`config.mk`:
```
export PLATFORM = sky130hd
export DESIGN_NAME = qmm_div
export DESIGN_NICKNAME = d
export VERILOG_FILES = /design/src/rtl/qmm_div.sv
export SDC_FILE = /design/constraint.sdc
export NUM_CORES = 2
export LEC_CHECK = 0
export ABC_AREA = 1
export BUFFER_PORTS_ARGS = -buffer_cell sky130_fd_sc_hd__buf_4
export CAP_MARGIN = 20
export CORE_UTILIZATION = 50
export CTS_CLUSTER_SIZE = 25
export DETAILED_ROUTE_END_ITERATION = 16
export PLACE_DENSITY = 0.69
export REMOVE_ABC_BUFFERS = 1
export SKIP_LAST_GASP = 1
export SYNTH_ARGS = -nofsm -noshare
export SYNTH_HDL_FRONTEND = slang
export SYNTH_SLANG_ARGS = --single-unit
```
`constraint.sdc`:
```
create_clock -name clk -period 2.2 [get_ports clk]
set_clock_uncertainty 0.1 [all_clocks]
set_input_delay 0.11 -clock clk [delete_from_list [all_inputs] [get_ports clk]]
set_output_delay 0.11 -clock clk [all_outputs]
set_load 0.01 [all_outputs]
```
`src/rtl/qmm_div.sv`:
```
// Pipelined restoring divider, one quotient bit per stage, with side data.
module qmm_div #(
    parameter int QW  = 32,
    parameter int DVW = 18,
    parameter int TW  = 8
) (
    input  logic           clk,
    input  logic           rst_n,
    input  logic           en,
    input  logic           in_valid,
    input  logic [QW-1:0]  dividend,
    input  logic [DVW-1:0] divisor,
    input  logic [TW-1:0]  tag_in,
    output logic           out_valid,
    output logic [QW-1:0]  quotient,
    output logic [TW-1:0]  tag_out
);

    logic           vld_reg [QW];
    logic [DVW-1:0] rem_reg [QW];
    logic [QW-1:0]  num_reg [QW];
    logic [DVW-1:0] div_reg [QW];
    logic [TW-1:0]  tag_reg [QW];

    for (genvar k = 0; k < QW; k++) begin : g_step
        logic           vld_prev;
        logic [DVW-1:0] rem_prev;
        logic [QW-1:0]  num_prev;
        logic [DVW-1:0] div_prev;
        logic [TW-1:0]  tag_prev;
        logic [DVW:0]   part;
        logic           ge;
        logic [DVW-1:0] rem_next;
        logic [QW-1:0]  num_next;

        if (k == 0) begin : g_first
            assign vld_prev = in_valid;
            assign rem_prev = '0;
            assign num_prev = dividend;
            assign div_prev = divisor;
            assign tag_prev = tag_in;
        end else begin : g_rest
            assign vld_prev = vld_reg[k-1];
            assign rem_prev = rem_reg[k-1];
            assign num_prev = num_reg[k-1];
            assign div_prev = div_reg[k-1];
            assign tag_prev = tag_reg[k-1];
        end

        // num shifts dividend bits out at the top and quotient bits in at the bottom
        assign part     = {rem_prev, num_prev[QW-1]};
        assign ge       = part >= {1'b0, div_prev};
        assign rem_next = ge ? DVW'(part - {1'b0, div_prev}) : part[DVW-1:0];
        assign num_next = {num_prev[QW-2:0], ge};

        always_ff @(posedge clk or negedge rst_n)
        begin
            if (!rst_n)
            begin
                vld_reg[k] <= 1'b0;
            end
            else if (en)
            begin
                vld_reg[k] <= vld_prev;
            end
        end

        always_ff @(posedge clk)
        begin
            if (en)
            begin
                rem_reg[k] <= rem_next;
                num_reg[k] <= num_next;
                div_reg[k] <= div_prev;
                tag_reg[k] <= tag_prev;
            end
        end
    end

    assign out_valid = vld_reg[QW-1];
    assign quotient  = num_reg[QW-1];
    assign tag_out   = tag_reg[QW-1];

    a_rem_first: assert property (@(posedge clk) disable iff (!rst_n)
        vld_reg[0] && (div_reg[0] != '0) |-> rem_reg[0] < div_reg[0])
        else $error("divider first stage remainder not below divisor");

    a_rem_mid: assert property (@(posedge clk) disable iff (!rst_n)
        vld_reg[QW/2] && (div_reg[QW/2] != '0) |-> rem_reg[QW/2] < div_reg[QW/2])
        else $error("divider middle stage remainder not below divisor");

    a_rem_last: assert property (@(posedge clk) disable iff (!rst_n)
        vld_reg[QW-1] && (div_reg[QW-1] != '0) |-> rem_reg[QW-1] < div_reg[QW-1])
        else $error("divider last stage remainder not below divisor");

endmodule

```
==> flow_results.xml <==
<?xml version="1.0" encoding="UTF-8"?>
<metrics>
  <group name="logic_synthesis">
    <metric name="synth_edf_count" unit="">2396</metric>
    <metric name="syn-mean-instance-area" unit="um2">10.5</metric>
    <metric name="ys_seq_elements" unit="">2428</metric>
    <metric name="ys_seq_area_frac" unit="">0.615</metric>
    <metric name="post-synth-top-area-fraction" unit="">0.608</metric>
    <metric name="yosysWarnings" unit="">0</metric>
    <metric name="synth_ff_type" unit="">edfxtp_1</metric>
    <metric name="synthesis.instances" unit="">11300</metric>
    <metric name="async_flop_share" unit="">0.0132</metric>
    <metric name="post_synth_main_area_contributors" unit="">edfxtp_1 (61%), nand2_1 (11%), ha_1 (5.9%)</metric>
    <metric name="post-synth-top-area-cell" unit="">edfxtp_1</metric>
    <metric name="synth.lib_cells_used.distinct" unit="">45</metric>
    <metric name="synth.cell_area" unit="mm2">0.118</metric>
  </group>
  <group name="placed_design">
    <metric name="place_congestion" unit="">0.904</metric>
    <metric name="hpwlAfterDp" unit="um">217000</metric>
    <metric name="placed_area" unit="mm2">0.134</metric>
    <metric name="io_buffer_count" unit="">102</metric>
  </group>
  <group name="sta">
    <metric name="achievable-frequency" unit="MHz">430</metric>
    <metric name="finalHoldViolations" unit="">0</metric>
    <metric name="final.setup.worst_slack" unit="ns">-0.127</metric>
    <metric name="period_needed" unit="ns">2.33</metric>
    <metric name="slew_headroom" unit="">0.552</metric>
    <metric name="final-max-slew-violation-count" unit="">0</metric>
    <metric name="final.period_utilization" unit="">1.06</metric>
    <metric name="rsz0062_at_grt" unit="">true</metric>
    <metric name="report.final.setup_viol" unit="">209</metric>
    <metric name="worst_slew_pin_slew" unit="ns">0.671</metric>
    <metric name="setup_total_negative_slack" unit="ns">-9.87</metric>
  </group>
  <group name="routing">
    <metric name="routed-via-count" unit="">89400</metric>
    <metric name="drt.antenna.violating_nets" unit="">0</metric>
    <metric name="wl" unit="um">322000</metric>
    <metric name="wl_per_cell" unit="um">18.5</metric>
    <metric name="drt_iter0_markers" unit="">6118</metric>
    <metric name="remaining_drc_errors" unit="">0</metric>
    <metric name="vias_per_cell" unit="">5.13</metric>
    <metric name="firstDrtPassIters" unit="">6</metric>
  </group>
  <group name="cells_and_area">
    <metric name="multi_input_comb_area" unit="mm2">0.0516</metric>
    <metric name="layout_nets" unit="">14700</metric>
    <metric name="finalInstanceArea" unit="mm2">0.165</metric>
    <metric name="largest_reg_flops" unit="">1024</metric>
    <metric name="regArea" unit="mm2">0.0727</metric>
    <metric name="post_route_cells_drive_above_1_share" unit="">0.396</metric>
    <metric name="n_fill_cell" unit="">16900</metric>
    <metric name="area_growth" unit="%">39.1</metric>
  </group>
  <group name="setup_path">
    <metric name="critical_path.startpoint_type" unit="">flip-flop</metric>
    <metric name="critPathRequiredTime" unit="ns">2.75</metric>
    <metric name="cp_max_fo" unit="">5</metric>
    <metric name="timing.critical_path.arrival" unit="ns">2.87</metric>
    <metric name="timing_worst_setup_path_type" unit="">reg2reg</metric>
    <metric name="critPathCaptureType" unit="">flip-flop</metric>
  </group>
  <group name="outcome">
    <metric name="outcome" unit="">finished, violations left</metric>
    <metric name="failed_checks" unit="">negative setup slack</metric>
  </group>
  <group name="global_route">
    <metric name="grt_max_degree" unit="">125</metric>
    <metric name="gr-total-overflow" unit="">0</metric>
    <metric name="overall_track_demand_over_capacity_in_global_routing" unit="">0.249</metric>
    <metric name="first_global_vias" unit="">84600</metric>
    <metric name="grt_antenna_before_repair" unit="">3</metric>
    <metric name="wire_length_of_the_first_global_routing_pass" unit="um">465000</metric>
  </group>
  <group name="floorplan">
    <metric name="die_width" unit="um">488</metric>
    <metric name="floorplan.die_area" unit="mm2">0.239</metric>
    <metric name="placement_rows" unit="">178</metric>
    <metric name="i_o_pin_count" unit="">103</metric>
    <metric name="die-height" unit="um">488</metric>
    <metric name="area_inside_the_core_boundary" unit="mm2">0.235</metric>
    <metric name="floorplan.initialDensity" unit="">0.503</metric>
  </group>
  <group name="pwr">
    <metric name="combinationalPowerShare" unit="">0.500</metric>
    <metric name="part_of_the_power_in_registers" unit="">0.306</metric>
    <metric name="power_switching_share" unit="">0.380</metric>
    <metric name="share_clk_of_total_power" unit="">0.194</metric>
    <metric name="internal_power" unit="mW">140</metric>
    <metric name="finalPower" unit="mW">226</metric>
    <metric name="vdd_drop_max" unit="mV">0.997</metric>
    <metric name="p_switching" unit="mW">86.0</metric>
    <metric name="static-leakage-power" unit="nW">71.3</metric>
    <metric name="power_density" unit="mW/mm2">1380</metric>
  </group>
  <group name="cts">
    <metric name="cts_made_buffers" unit="">278</metric>
    <metric name="cts.path.max_buffers" unit="">4</metric>
    <metric name="numClockSinks" unit="">2428</metric>
    <metric name="cts_tree" unit="">built</metric>
    <metric name="clock_tree.htree_level_count" unit="">5</metric>
    <metric name="cts_root_buf" unit="">clkbuf_16</metric>
    <metric name="clk_pin_slew_worst_paths" unit="ns">0.06</metric>
    <metric name="worst_skew_pair.late_latency" unit="ns">0.94</metric>
  </group>
  <group name="run">
    <metric name="max_cap_violations" unit="">0</metric>
  </group>
  <group name="min_path">
    <metric name="hold_path_class" unit="">in2reg</metric>
  </group>
</metrics>
path summary, 6_finish.rpt:
kind,slack (ns),endpoint,startpoint,cells after the start
worst min-delay path,0.05,rem_reg[0][0],dividend[31],4
max in group asynchronous,1.65,g_step[16].vld_prev,rst_n,4
worst max register to register,-0.13,rem_reg[0][211],div_reg[10][16],11
worst min register to register,0.28,num_reg[3][73],num_reg[3][40],0
min in group asynchronous,0.19,g_step[1].vld_prev,rst_n,4
worst max-delay path,-0.13,rem_reg[0][211],div_reg[10][16],11
cells by family (layout without fill, tap and decap cells):
kind of cell / after synthesis / after routing / synth area share
AOI/OAI and AO/OA: 572 / 573 / 0.0295
xor gates and xnor gates: 241 / 241 / 0.0178
adders and majority gates: 590 / 590 / 0.0643
buffers and inverters: 1763 / 4730 / 0.0600
DFF: 2428 / 2428 / 0.615
muxes: 2 / 2 / 0.000190
other: 0 / 1 / 0
and+or+nand+nor: 5697 / 5720 / 0.213
power groups by stage:
stage | logic, mW | registers (mW) | clock network (mW)
2_1_floorplan | 47.8 | 65.4 | 0
3_3_place_gp | 80.5 | 68.1 | 0
3_5_place_dp | 81.1 | 68.3 | 0
4_1_cts | 90.4 | 68.4 | 44.9
5_1_grt | 122 | 69.8 | 46.6
6_report | 113 | 69.3 | 43.9
through the flow:
stage,setup slack (ns),hold WS (ns),utilization,cells
final,-0.127,0.0509,0.700,17400
after global routing,-0.211,0.0557,0.700,17400
after CTS,-0.0482,0.00612,0.644,16900
after detailed placement,-0.322,-0.0321,0.572,16000
after global placement,-0.304,-0.0395,0.572,16000
after floorplan,-0.0795,-0.286,-,11200
routing by layer:
| layer | up-vias | global-route usage | share of wire | wire (um) |
|---|---|---|---|---|
| met5 | - | 0 | 0.000040 | 13 |
| met4 | 2 | 0.0841 | 0.036 | 11700 |
| met3 | 649 | 0.0263 | 0.044 | 14200 |
| met2 | 2454 | 0.417 | 0.49 | 158000 |
| met1 | 43000 | 0.337 | 0.43 | 138000 |
| li1 | 43300 | - | - | - |
layout make-up:
cell class | count | share of cell area
clock buffers | 321 | 0.0433
repair buffers | 2591 | 0.130
inverters | 1663 | 0.0381
well taps | 3150 | 0.0240
clock inverters | 155 | 0.00855
diodes | 1 | 0.0000152
flip-flops and latches | 2428 | 0.442
multi-input cells | 7126 | 0.314
cell usage in the layout, fill, tap and decap left out, types with 26 or more instances in the layout:
master and count:
nand3b_1 229, edfxtp_1 2396, nor3_1 86, nand3_1 625, nor3_2 27, or2_2 60, clkbuf_1 43, nand3_2 215
buf_12 57, o21bai_1 31, a21oi_1 182, dlygate4sd3_1 122, inv_1 1276, clkinv_1 66, fa_2 30, nor2_2 145
ha_1 67, nand2_8 26, inv_2 374, nor2_4 81, nor2_1 569, nand3_4 34, buf_4 2247, xor2_1 220
a21oi_4 46, o21ai_0 55, o21ai_2 102, o21ai_1 33, nand4_1 65, dfrtp_1 32, ha_4 479, nand2_4 233
buf_6 128, a21oi_2 99, nand2_2 756, clkinv_2 31, nand2_1 2499, clkbuf_16 300
worst max-delay path: stages, from the launching register on:
cell and delay [ns]:
edfxtp_1 0.45, inv_1 0.13, ha_4 0.22, nand2_1 0.07, nand2_1 0.08, nand2_1 0.07, nand2_1 0.11, a21oi_2 0.13
nand4_1 0.31, buf_6 0.28, nand3_2 0.07, nand2_1 0.05
synthesized netlist by cell type (34+ instances only):
| cell | number |
|---|---|
| nand4_1 | 65 |
| inv_1 | 1623 |
| a21oi_2 | 48 |
| edfxtp_1 | 2396 |
| buf_2 | 38 |
| nor3_1 | 110 |
| o21ai_1 | 52 |
| o21ai_2 | 72 |
| nand3_1 | 805 |
| a21oi_1 | 278 |
| or2_2 | 60 |
| buf_6 | 34 |
| ha_1 | 560 |
| nand2_1 | 3379 |
| nor2_2 | 61 |
| nand3_2 | 67 |
| o21ai_0 | 73 |
| nand3b_1 | 229 |
| nand2_2 | 96 |
| inv_2 | 35 |
| xor2_1 | 229 |
| nor2_1 | 733 |
timing repair:
action                     4_1_cts  5_1_grt
buffers inserted               295      489
pin swaps                      206      844
cloned                          14       57
hold buffers                   123        0
hold endpoints to repair      1834        0
gates resized for setup        854     2131
setup endpoints to repair      519      555
Note: power is estimated with default switching activity, not from simulation.
